<file path="src/rtl/core/tbtc_pkg.sv">
// ----------------------------------------------------------------------------
// tbtc_pkg: shared types and constants for the Thumb branch target calculator
// Holds the instruction class codes, branch kind codes, address masks and the
// stage payload records passed between the decode, resolve and top modules.
// ----------------------------------------------------------------------------
package tbtc_pkg;

	// Branch kind codes on the result port
	localparam logic [1:0] KIND_NONE      = 2'd0;
	localparam logic [1:0] KIND_NOT_TAKEN = 2'd1;
	localparam logic [1:0] KIND_TAKEN     = 2'd2;

	// Condition field value that marks a software interrupt
	localparam logic [3:0] COND_SWI = 4'hf;

	// Target alignment masks
	localparam logic [31:0] HALF_ALIGN_MASK = 32'hffff_fffe;
	localparam logic [31:0] WORD_ALIGN_MASK = 32'hffff_fffc;

	// Opcode match fields
	localparam logic [3:0] OP_BCOND_TOP = 4'hd;
	localparam logic [4:0] OP_B_TOP     = 5'b11100;
	localparam logic [4:0] OP_BLX_TOP   = 5'b11101;
	localparam logic [4:0] OP_BL_TOP    = 5'b11111;
	localparam logic [7:0] OP_BXREG_HI  = 8'h47;
	localparam logic [7:0] OP_POPPC_HI  = 8'hbd;

	// ARM condition codes
	localparam logic [3:0] CC_EQ = 4'h0;
	localparam logic [3:0] CC_NE = 4'h1;
	localparam logic [3:0] CC_CS = 4'h2;
	localparam logic [3:0] CC_CC = 4'h3;
	localparam logic [3:0] CC_MI = 4'h4;
	localparam logic [3:0] CC_PL = 4'h5;
	localparam logic [3:0] CC_VS = 4'h6;
	localparam logic [3:0] CC_VC = 4'h7;
	localparam logic [3:0] CC_HI = 4'h8;
	localparam logic [3:0] CC_LS = 4'h9;
	localparam logic [3:0] CC_GE = 4'ha;
	localparam logic [3:0] CC_LT = 4'hb;
	localparam logic [3:0] CC_GT = 4'hc;
	localparam logic [3:0] CC_LE = 4'hd;

	typedef enum logic [2:0] {
		CLS_NONE,
		CLS_BCOND,
		CLS_B,
		CLS_BL,
		CLS_BLX,
		CLS_BXREG,
		CLS_POP
	} br_class_t;

	// Decode stage record
	typedef struct packed {
		br_class_t   cls;
		logic        cond_ok;
		logic [31:0] base;
		logic [31:0] offset;
		logic [31:0] val;
		logic [31:0] sp;
		logic [3:0]  reg_cnt;
	} dec_t;

	// Address stage record
	typedef struct packed {
		br_class_t   cls;
		logic        cond_ok;
		logic [31:0] sum;
		logic [31:0] val;
		logic [31:0] slot;
	} addr_t;

	// Result record
	typedef struct packed {
		logic [1:0]  kind;
		logic [31:0] target;
		logic        thumb;
		logic [31:0] slot;
	} res_t;

endpackage

</file>
<file path="src/rtl/core/tbtc_decode.sv">
// ----------------------------------------------------------------------------
// tbtc_decode: opcode classification and operand selection
// Classifies the halfword, evaluates the condition, picks the adder operands
// and counts the listed low registers for POP.
// ----------------------------------------------------------------------------
module tbtc_decode import tbtc_pkg::*; (
	input  logic [15:0] opcode,
	input  logic [3:0]  cpsr_flags,
	input  logic [31:0] pc_value,
	input  logic [31:0] lr_value,
	input  logic [31:0] sp_value,
	input  logic [31:0] rm_value,
	input  logic [31:0] stacked_word,
	output dec_t        dec
);

	logic       n, z, c, v;
	logic [3:0] cond;
	logic       pass;
	logic [3:0] cnt;

	assign n    = cpsr_flags[3];
	assign z    = cpsr_flags[2];
	assign c    = cpsr_flags[1];
	assign v    = cpsr_flags[0];
	assign cond = opcode[11:8];

	always_comb begin
		unique case (cond)
			CC_EQ:   pass = z;
			CC_NE:   pass = !z;
			CC_CS:   pass = c;
			CC_CC:   pass = !c;
			CC_MI:   pass = n;
			CC_PL:   pass = !n;
			CC_VS:   pass = v;
			CC_VC:   pass = !v;
			CC_HI:   pass = c && !z;
			CC_LS:   pass = !c || z;
			CC_GE:   pass = (n == v);
			CC_LT:   pass = (n != v);
			CC_GT:   pass = !z && (n == v);
			CC_LE:   pass = z || (n != v);
			default: pass = 1'b1;
		endcase
	end

	// Count listed low registers
	always_comb begin
		cnt = 4'd0;
		for (int i = 0; i < 8; i++) begin
			cnt = cnt + {3'd0, opcode[i]};
		end
	end

	always_comb begin
		dec.cls     = CLS_NONE;
		dec.cond_ok = pass;
		dec.base    = 32'd0;
		dec.offset  = 32'd0;
		dec.val     = 32'd0;
		dec.sp      = sp_value;
		dec.reg_cnt = cnt;
		if (opcode[15:12] == OP_BCOND_TOP && cond != COND_SWI) begin
			dec.cls    = CLS_BCOND;
			dec.base   = pc_value;
			dec.offset = {{23{opcode[7]}}, opcode[7:0], 1'b0};
		end else if (opcode[15:11] == OP_B_TOP) begin
			dec.cls    = CLS_B;
			dec.base   = pc_value;
			dec.offset = {{20{opcode[10]}}, opcode[10:0], 1'b0};
		end else if (opcode[15:11] == OP_BL_TOP) begin
			dec.cls    = CLS_BL;
			dec.base   = lr_value;
			dec.offset = {20'd0, opcode[10:0], 1'b0};
		end else if (opcode[15:11] == OP_BLX_TOP) begin
			dec.cls    = CLS_BLX;
			dec.base   = lr_value;
			dec.offset = {20'd0, opcode[10:0], 1'b0};
		end else if (opcode[15:8] == OP_BXREG_HI && opcode[2:0] == 3'd0) begin
			dec.cls = CLS_BXREG;
			dec.val = rm_value;
		end else if (opcode[15:8] == OP_POPPC_HI) begin
			dec.cls = CLS_POP;
			dec.val = stacked_word;
		end
	end

endmodule

</file>
<file path="src/rtl/core/tbtc_resolve.sv">
// ----------------------------------------------------------------------------
// tbtc_resolve: final result formation
// Turns the class and sums into branch kind, aligned target, Thumb state and
// the POP slot address.
// ----------------------------------------------------------------------------
module tbtc_resolve import tbtc_pkg::*; (
	input  addr_t ad,
	output res_t  res
);

	always_comb begin
		res.kind   = KIND_TAKEN;
		res.target = 32'd0;
		res.thumb  = 1'b1;
		res.slot   = 32'd0;
		unique case (ad.cls)
			CLS_NONE: begin
				res.kind = KIND_NONE;
			end
			CLS_BCOND: begin
				if (ad.cond_ok) begin
					res.target = ad.sum;
				end else begin
					res.kind = KIND_NOT_TAKEN;
				end
			end
			CLS_B, CLS_BL: begin
				res.target = ad.sum;
			end
			CLS_BLX: begin
				res.target = ad.sum & WORD_ALIGN_MASK;
				res.thumb  = 1'b0;
			end
			CLS_BXREG: begin
				res.target = ad.val & HALF_ALIGN_MASK;
				res.thumb  = ad.val[0];
			end
			CLS_POP: begin
				res.target = ad.val & HALF_ALIGN_MASK;
				res.thumb  = ad.val[0];
				res.slot   = ad.slot;
			end
			default: begin
				res.kind = KIND_NONE;
			end
		endcase
	end

endmodule

</file>
<file path="src/rtl/core/thumb_branch_target_calc.sv">
// ----------------------------------------------------------------------------
// thumb_branch_target_calc: Thumb branch target calculator
// Classifies a Thumb halfword (conditional B, B, BL/BLX suffix, BX/BLX
// register, POP with PC) and reports branch kind, target, next Thumb state
// and POP slot address.
//
//   channel | direction | handshake          | payload
//   --------+-----------+--------------------+--------------------------------
//   in      | input     | in_valid/in_ready  | opcode, cpsr_flags, pc_value,
//           |           |                    | lr_value, sp_value, rm_value,
//           |           |                    | stacked_word
//   out     | output    | out_valid/out_ready| branch_kind, target_addr,
//           |           |                    | thumb_next, pop_slot_addr
//
// An item passes three register stages: decode into s1, the 32-bit target
// and slot adders into s2, result formation into s3, which is also the output
// register; out_valid is the s3 valid bit. One item is accepted per cycle when
// out_ready stays high. Reset clears the stage valid bits only. A stall on
// out_ready holds s3 and backs up through each stage, filling bubbles first, so
// no item is dropped or repeated.
// ----------------------------------------------------------------------------
module thumb_branch_target_calc import tbtc_pkg::*; (
	input  logic        clk,
	input  logic        arst_n,
	input  logic        in_valid,
	output logic        in_ready,
	input  logic [15:0] opcode,
	input  logic [3:0]  cpsr_flags,
	input  logic [31:0] pc_value,
	input  logic [31:0] lr_value,
	input  logic [31:0] sp_value,
	input  logic [31:0] rm_value,
	input  logic [31:0] stacked_word,
	output logic        out_valid,
	input  logic        out_ready,
	output logic [1:0]  branch_kind,
	output logic [31:0] target_addr,
	output logic        thumb_next,
	output logic [31:0] pop_slot_addr
);

	dec_t  dec;
	dec_t  dec_s1;
	addr_t addr_nxt;
	addr_t addr_s2;
	res_t  res;
	res_t  res_s3;
	logic  valid_s1, valid_s2, valid_s3;
	logic  ready_s1, ready_s2, ready_s3;

	// Each stage advances when empty or when the stage after it moves
	assign ready_s3 = !valid_s3 || out_ready;
	assign ready_s2 = !valid_s2 || ready_s3;
	assign ready_s1 = !valid_s1 || ready_s2;
	assign in_ready = ready_s1;

	// Stage 1: classify and pick operands
	tbtc_decode u_decode (
		.opcode       (opcode),
		.cpsr_flags   (cpsr_flags),
		.pc_value     (pc_value),
		.lr_value     (lr_value),
		.sp_value     (sp_value),
		.rm_value     (rm_value),
		.stacked_word (stacked_word),
		.dec          (dec)
	);

	always_ff @(posedge clk or negedge arst_n) begin
		if (!arst_n) begin
			valid_s1 <= 1'b0;
		end else if (ready_s1) begin
			valid_s1 <= in_valid;
		end
	end

	always_ff @(posedge clk) begin
		if (ready_s1 && in_valid) begin
			dec_s1 <= dec;
		end
	end

	// Stage 2: target sum and POP slot address, both wrapping
	always_comb begin
		addr_nxt.cls     = dec_s1.cls;
		addr_nxt.cond_ok = dec_s1.cond_ok;
		addr_nxt.sum     = dec_s1.base + dec_s1.offset;
		addr_nxt.val     = dec_s1.val;
		addr_nxt.slot    = dec_s1.sp + {26'd0, dec_s1.reg_cnt, 2'b00};
	end

	always_ff @(posedge clk or negedge arst_n) begin
		if (!arst_n) begin
			valid_s2 <= 1'b0;
		end else if (ready_s2) begin
			valid_s2 <= valid_s1;
		end
	end

	always_ff @(posedge clk) begin
		if (ready_s2 && valid_s1) begin
			addr_s2 <= addr_nxt;
		end
	end

	// Stage 3: form the result; this register drives the output port
	tbtc_resolve u_resolve (
		.ad  (addr_s2),
		.res (res)
	);

	always_ff @(posedge clk or negedge arst_n) begin
		if (!arst_n) begin
			valid_s3 <= 1'b0;
		end else if (ready_s3) begin
			valid_s3 <= valid_s2;
		end
	end

	always_ff @(posedge clk) begin
		if (ready_s3 && valid_s2) begin
			res_s3 <= res;
		end
	end

	assign out_valid     = valid_s3;
	assign branch_kind   = res_s3.kind;
	assign target_addr   = res_s3.target;
	assign thumb_next    = res_s3.thumb;
	assign pop_slot_addr = res_s3.slot;

	// Input backpressure only when every stage is full and the output stalls
	a_full_stall: assert property (@(posedge clk) disable iff (!arst_n)
		!in_ready |-> (valid_s1 && valid_s2 && valid_s3 && !out_ready))
		else $error("in_ready low while the pipeline has room");

	// An item moving out of s1 must show up in s2
	a_s1_to_s2: assert property (@(posedge clk) disable iff (!arst_n)
		(valid_s1 && ready_s2) |=> valid_s2)
		else $error("item lost between s1 and s2");

	// A non-branch result carries a zero target and stays in Thumb
	a_none_result: assert property (@(posedge clk) disable iff (!arst_n)
		(out_valid && branch_kind == KIND_NONE) |-> (target_addr == 32'd0 && thumb_next))
		else $error("non-branch result with nonzero target or ARM state");

	// Only a taken branch may report a POP slot address
	a_slot_taken: assert property (@(posedge clk) disable iff (!arst_n)
		(out_valid && branch_kind != KIND_TAKEN) |-> (pop_slot_addr == 32'd0))
		else $error("slot address on a result that is not a taken branch");

endmodule
</file>
<file path="config.mk">
export PLATFORM = sky130hd
export DESIGN_NAME = thumb_branch_target_calc
export DESIGN_NICKNAME = d
export VERILOG_FILES = /design/src/rtl/core/tbtc_pkg.sv /design/src/rtl/core/tbtc_decode.sv /design/src/rtl/core/tbtc_resolve.sv /design/src/rtl/core/thumb_branch_target_calc.sv
export SDC_FILE = /design/constraint.sdc
export NUM_CORES = 1
export LEC_CHECK = 0
export ABC_AREA = 1
export BUFFER_PORTS_ARGS = -buffer_cell sky130_fd_sc_hd__buf_2
export CELL_PAD_IN_SITES_DETAIL_PLACEMENT = 0
export CELL_PAD_IN_SITES_GLOBAL_PLACEMENT = 1
export CORE_ASPECT_RATIO = 1.2
export CORE_MARGIN = 3
export CORE_UTILIZATION = 44
export DETAILED_ROUTE_END_ITERATION = 8
export GPL_TIMING_DRIVEN = 0
export PLACE_DENSITY_LB_ADDON = 0.1
export SLEW_MARGIN = 15
export SYNTH_ARGS = -nofsm -noshare
export SYNTH_HDL_FRONTEND = slang
export SYNTH_HIERARCHICAL = 1
export SYNTH_SLANG_ARGS = --single-unit
</file>
<file path="constraint.sdc">
create_clock -name clk -period 5 [get_ports clk]
set_clock_uncertainty 0.15 [all_clocks]
set_input_delay 0.25 -clock clk [delete_from_list [all_inputs] [get_ports clk]]
set_output_delay 0.25 -clock clk [all_outputs]
set_load 0.02 [all_outputs]
</file>
==> summary.txt, run 1 <==
Worst hold path type = input port to flip-flop
Bufs on Longest Clock Path = 3
Peak VDD IR = 0.263 mV
Top sig layer = met4
Fin crit share = 52.8%
Row cnt = 75
Syn Area/Cell = 9.93 um2
Slew of the pin with the lowest slew margin = 0.518 ns
Levels on crit path = 10
Mapped Area = 15800 um2
Die ar. = 38200 um2
Crit path kind = input port to flip-flop
Outcome = finished, final reports clean
Slew HR = 65.2%
Congestion Overflow GR = 0
Placer Congestion = 0.889
WP data arrival = 2.75 ns
Pleak = 9.77 nW
First-pass GRT wire length = 60600 um
Setup_tns = 0 ns
Num CTS Buffers = 34
Crit-path max cell delay = 0.55 ns
FMAX = 0.379 GHz
WP data required = 5.11 ns
All-Layer GR Usage = 20.8%
Met3 wire length = 1930 um
Post-DP HPWL = 29600 um
Synth warn = 6
Worst path slowest cell = dlygate4sd3_1
Clk_lat worst skew = 0.52 ns
Crit path cell chain = dlygate4sd3_1 -> buf_2 -> fa_1 -> inv_1 -> fa_1 -> inv_1 -> ha_1 -> inv_1 -> fa_1 -> xnor2_1
Placed Area = 17600 um2
Core Area = 35200 um2
Number of global-route vias before repair = 11700
H-tree Lvls = 2
Largest net degree at the start of global routing = 79
Via density = 4.74
Most frequent cells in the layout = 417 x nand2_1, 303 x edfxtp_1, 263 x inv_1
Resized cells post-CTS = 0
CTS tree = done
Pwr dens = 372 nW/um2
Library cells used by synthesis = 41
Reg2reg end = addr_s2[84]$_DFFE_PP_
RSZ-0062 raised after global routing = false
Detailed Routing Iterations Pass 1 = 5
Reg-to-reg setup timing slack = 2.62 ns
Syn Nets = 1817
Crit path from = opcode[3]
Starting Density = 44.8%
# setup viols final = 0
Most common cell after layout, fill and taps aside = nand2_1
Area grow syn2layout = 29.5%
Max Cap Violations = 0
Antenna fix cells = 0
R2R depth = 12
Crit path to = dec_s1[2]$_DFFE_PP_
Number of buffers and inverters on the critical path = 5
Gate Count Post-Synth = 1589
Vias = 11900
Die height = 213 um
Clock sink count = 306
Sequential share of the synthesized area = 58.2%
# fillers = 3083
Pre-CTS setup slack = 2.40 ns
Final Critical Period = 2.64 ns
DR WL/cell = 15.6 um
Setup bufs post-CTS = 0
Initial antenna violation count = 0
Clk slew on worst S/H paths = 0.06 ns
Post-Route WL = 39300 um
Routed wl met2 = 19900 um
Setup crit end kind = flip-flop
Post-Layout Inst Area = 20400 um2
Startpoint Class = input port
ANT nets after route = 0
Yosys reg bits = 306
Die Wd = 179 um
Fin. Hold Viols = 0
Port Buf Inserts = 218
Delay-heaviest family, CP = adder cells
Reg2reg start = dec_s1[100]$_DFFE_PP_
Wire length on met1 = 15800 um
Root Driver = clkbuf_16
Drt drc = 0
IO Count = 253
Final setup margin = 2.36 ns
Largest fanout on the critical path = 2
Final Max Tran Viols = 0
Nets@finish = 2251
DR iter-0 viols = 673
Layout cells sized above 1 = 20.9%
## layer usage
metal | global-route usage, % | vias to the layer above
li1 | - | 6038
met1 | 25.1 | 5444
met2 | 37.1 | 332
met3 | 2.71 | 86
met4 | 8.98 | 0
met5 | 0 | -
## worst min path at each step
stage,from,to,slack [ns],cells past startpoint
6_report,stacked_word[1],addr_nxt[33]$_DFFE_PP_,0.006,3
5_1_grt,rm_value[0],addr_nxt[32]$_DFFE_PP_,0.006,3
3_5_place_dp,arst_n,out_valid$_DFFE_PN0P_,-0.09,1
3_3_place_gp,arst_n,valid_s1$_DFFE_PN0N_,-0.10,1
4_1_cts,rm_value[0],addr_nxt[32]$_DFFE_PP_,0.003,3
2_1_floorplan,arst_n,out_valid$_DFFE_PN0P_,-0.20,0
## through the flow
stage / std cells / hold slack [ns] / total power, W / utilization (%)
2_1_floorplan: 1589 / -0.196 / 0.00457 / -
3_3_place_gp: 2269 / -0.102 / 0.00514 / 49.6
3_5_place_dp: 2275 / -0.0912 / 0.00516 / 50.0
4_1_cts: 2511 / 0.00269 / 0.00769 / 58.0
5_1_grt: 2511 / 0.00643 / 0.00800 / 58.0
6_report: 2511 / 0.00562 / 0.00761 / 58.0
## state kept, by name (all words and copies together) (netlist names)
name	cells
addr_nxt	36
addr_s2	100
branch_kind	2
dec_s1	100
out_valid	1
pop_slot_addr	32
target_addr	32
thumb_next	1
valid_s1	1
valid_s2	1
## worst reg2reg max path, cell delays in order (launching register included)
cell      delay, ns
edfxtp_1       0.45
ha_1           0.27
fa_1           0.46
nand3_1        0.12
nand3_1        0.11
nand2_1        0.10
nand2_2        0.08
nand2_1        0.08
nand2_2        0.07
nand2_1        0.10
nand2_1        0.05
nand2_1        0.05
nand2_1        0.05
## Yosys cell counts, drive strengths merged
| cell type | count | share of area, % |
|---|---|---|
| buf | 84 | 4.1 |
| dfrtp | 3 | 0.48 |
| nor2b | 1 | 0.040 |
| a21oi | 24 | 0.76 |
| o21bai | 2 | 0.095 |
| clkbuf | 9 | 0.24 |
| nand2 | 427 | 10 |
| nor4 | 1 | 0.040 |
| fa | 6 | 0.76 |
| or2 | 1 | 0.040 |
| a21o | 2 | 0.095 |
| nand3 | 115 | 3.8 |
| o22ai | 32 | 2.4 |
| nor3 | 20 | 0.87 |
| ha | 38 | 3.0 |
| o21ai | 36 | 1.2 |
| conb | 1 | 0.024 |
| xor2 | 32 | 1.8 |
| xnor2 | 11 | 0.61 |
| edfxtp | 303 | 58 |
| nand4 | 42 | 1.8 |
| a21boi | 1 | 0.12 |
| clkinv | 2 | 0.063 |
| inv | 272 | 6.5 |
| nor2 | 124 | 3.2 |
## final cells by class
| cell class | count | area, um2 | share of cell area (%) |
|---|---|---|---|
| Buffer | 93 | 689 | 3.37 |
| Clock buffer | 44 | 952 | 4.66 |
| Clock inverter | 18 | 131 | 0.643 |
| Inverter | 274 | 1050 | 5.12 |
| Multi-Input combinational cell | 916 | 4890 | 23.9 |
| Sequential cell | 306 | 9170 | 44.9 |
| Tap cell | 462 | 578 | 2.83 |
| Timing Repair Buffer | 398 | 2970 | 14.5 |
## power breakdown
group          switching [W]  leakage [nW]  internal [W]
registers           0.000198          3.04       0.00339
clock network       0.000984         0.532       0.00145
logic                0.00102          6.20      0.000565
total                0.00220          9.77       0.00540
## cells by family after synthesis
logic type | after synthesis | synth area share, %
other | 1 | 0.0238
AO/OA/AOI/OAI | 97 | 4.68
AND/OR/NAND/NOR | 731 | 20.0
buffers and inverters | 367 | 10.9
flip-flops | 306 | 58.2
XOR/XNOR | 43 | 2.39
adder cells (fa/ha/maj) | 44 | 3.78
## repair_timing
action,4_1_cts,5_1_grt
setup endpoints to repair,0,0
hold buffers,174,0
endpoints found under the hold margin,111,0
Note: power is estimated with default switching activity, not from simulation.
==> inputs of run 2 (changes only) <==
--- a/config.mk
+++ b/config.mk
@@ -11,7 +11,7 @@
 export CELL_PAD_IN_SITES_GLOBAL_PLACEMENT = 1
 export CORE_ASPECT_RATIO = 1.2
 export CORE_MARGIN = 3
-export CORE_UTILIZATION = 44
+export CORE_UTILIZATION = 40
 export DETAILED_ROUTE_END_ITERATION = 8
 export GPL_TIMING_DRIVEN = 0
 export PLACE_DENSITY_LB_ADDON = 0.1
==> constraint.sdc (replaced) <==
create_clock -name clk -period 2.1 [get_ports clk]
set_clock_uncertainty 0.15 [all_clocks]
set_input_delay 0.105 -clock clk [delete_from_list [all_inputs] [get_ports clk]]
set_output_delay 0.105 -clock clk [all_outputs]
set_load 0.02 [all_outputs]
==> run 2 against run 1 <==
  * The flow now finishes with violations (negative setup slack)
  * First-iteration DRC count decreased by 17%
  * Critical path depth unchanged
  * Via count is 0.88% higher
  * Final cell count is 4.2% higher
  * Sequential share of layout area fell by 2.4 points
  * Wire length grew 5.6%
  * Register-to-register slack worse by 2.7 ns
  * Die area up 9.7%
  * Non-clock buffer count is 39 higher
  * Final area grew 5.7%
  * Largest power group unchanged
==> summary.txt, run 2 (synthesis gave the netlist of run 1 again) <==
Outcome = finished with violations
Failing checks = negative setup slack
Final setup margin = -0.0415 ns (-2.40 ns)
Slew of the pin with the lowest slew margin = 0.549 ns (+0.0313 ns)
Detailed Routing Iterations Pass 1 = 5 (unchanged)
Crit path kind = flip-flop to flip-flop
All-Layer GR Usage = 19.5% (-1.2 points)
Congestion Overflow GR = 0 (unchanged)
Peak VDD IR = 0.491 mV (+87%)
Final core occ = 55.6% (-2.5 points)
H-tree Lvls = 2 (unchanged)
Largest net degree at the start of global routing = 39 (-51%)
Root Driver = clkbuf_16
Area grow syn2layout = 36.9%
Post-Layout Inst Area = 21600 um2 (+5.7%)
First-pass GRT wire length = 63900 um (+5.6%)
Final Critical Period = 2.14 ns
Slew HR = 63.2% (-2.0 points)
Startpoint Class = flip-flop
CTS tree = done
Worst hold path type = input port to flip-flop
Initial antenna violation count = 1 (+1)
Fin crit share = 102%
Post-Layout Cell Count = 2617 (+4.2%)
Number of global-route vias before repair = 12100 (+3.2%)
Nets@finish = 2293 (+1.9%)
Placer Congestion = 0.836 (-5.9%)
Core Area = 38800 um2 (+10%)
Pwr dens = 885 nW/um2 (+140%)
Fin. Hold Viols = 0 (unchanged)
RSZ-0062 raised after global routing = true
Bufs on Longest Clock Path = 3 (unchanged)
Max Cap Violations = 0 (unchanged)
FMAX = 0.467 GHz
Layout cells sized above 1 = 27.2% (+6.3 points)
Clk_lat worst skew = 0.52 ns (about the same)
Final Max Tran Viols = 0 (unchanged)
Row cnt = 79 (+5.3%)
Placed cells = 2343 (+3.0%)
Clk slew on worst S/H paths = 0.06 ns (about the same)
Die ar. = 41900 um2 (+9.7%)
WP data arrival = 2.25 ns (-0.50 ns)
Drt drc = 0 (unchanged)
WP data required = 2.21 ns (-2.90 ns)
Largest fanout on the critical path = 3 (+1)
Port Buf Inserts = 218 (unchanged)
Starting Density = 40.6% (-4.2 points)
Die height = 224 um (+4.7%)
Sequential cell area = 9180 um2 (about the same)
Clock sink count = 306 (unchanged)
Num CTS Buffers = 35 (+2.9%)
Most frequent cells in the layout = 386 x nand2_1, 303 x edfxtp_1, 262 x inv_1
Multi-input gate area = 5450 um2 (+11%)
Vias = 12000 (+0.88%)
DR iter-0 viols = 557 (-17%)
Die Wd = 187 um (+4.7%)
Setup_tns = -0.0942 ns (-0.0942 ns)
Via density = 4.59 (-3.2%)
Placed Area = 17800 um2 (+0.96%)
ANT nets after route = 0 (unchanged)
Post-DP HPWL = 30300 um (+2.2%)
Setup crit end kind = flip-flop
Post-Route WL = 41500 um (+5.6%)
Pleak = 10.1 nW (+3.3%)
IO Count = 253 (unchanged)
# setup viols final = 5 (+5)
Most common cell after layout, fill and taps aside = nand2_1
# fillers = 3477 (+13%)
DR WL/cell = 15.8 um (+1.3%)
## run 2: area by class of cell
type | count | share of cell area [%]
flip-flops and latches | 306 | 42.5
multi-input cells | 916 | 25.2
repair buffers | 437 | 15.6
inverters | 274 | 4.83
clock buffers | 42 | 4.38
plain buffers | 93 | 3.22
well taps | 526 | 3.05
clock inverters | 20 | 1.15
repair inverters | 2 | 0.0580
diodes | 1 | 0.0116
## run 2: critical path, cell delays in order, from the launching register on
cell and delay, ns:
edfxtp_1 0.46, ha_4 0.21, fa_2 0.36, nand3_2 0.08, nand3_2 0.08, nand2_2 0.09
nand2_4 0.07, buf_12 0.14, nand2_4 0.04, nand2_2 0.05, xor2_2 0.15
## run 2: what timing repair did
action,in CTS,in global routing
cloned,2,0
pin swaps,15,19
buffers inserted,16,10
endpoints found under the setup margin,231,81
gates resized for setup,49,85
hold buffers,183,0
hold endpoints to repair,119,0
## run 2: final timing paths
| path | cells after the start | slack (ns) | end | from |
|---|---|---|---|---|
| max | 10 | -0.04 | addr_s2[80]$_DFFE_PP_ | dec_s1[100]$_DFFE_PP_ |
| min | 4 | 0.05 | dec_s1[99]$_DFFE_PP_ | opcode[10] |
| max reg2reg | 10 | -0.04 | addr_s2[80]$_DFFE_PP_ | dec_s1[100]$_DFFE_PP_ |
| min reg2reg | 0 | 0.26 | addr_s2[32]$_DFFE_PP_ | addr_nxt[32]$_DFFE_PP_ |
| max in group asynchronous | 3 | 1.27 | out_valid$_DFFE_PN0P_ | arst_n |
| min in group asynchronous | 3 | 0.36 | valid_s1$_DFFE_PN0N_ | arst_n |
## run 2: per-stage QoR
| stage | setup slack, ns | hold WS, ns | total power (W) |
|---|---|---|---|
| 3_3_place_gp | -2.31 | -0.245 | 0.0122 |
| 5_1_grt | -0.148 | 0.0504 | 0.0200 |
| 6_report | -0.0415 | 0.0452 | 0.0191 |
| 4_1_cts | -0.122 | 0.0229 | 0.0192 |
| 2_1_floorplan | -1.29 | -0.341 | 0.0109 |
| 3_5_place_dp | -0.389 | -0.245 | 0.0124 |
## run 2: metal layers
metal / track usage, % / wire length (um)
met1: 23.0 / 16900
met2: 36.4 / 21600
met5: 0 / 0
met3: 2.95 / 1740
met4: 6.46 / 1290
## run 2: where the power goes
part	switching (W)	leakage, nW	internal (W)	total, W
clock	0.00238	0.576	0.00394	0.00632
combinational	0.00257	6.48	0.00162	0.00419
sequential	0.000520	3.04	0.00808	0.00860
total	0.00547	10.1	0.0136	0.0191
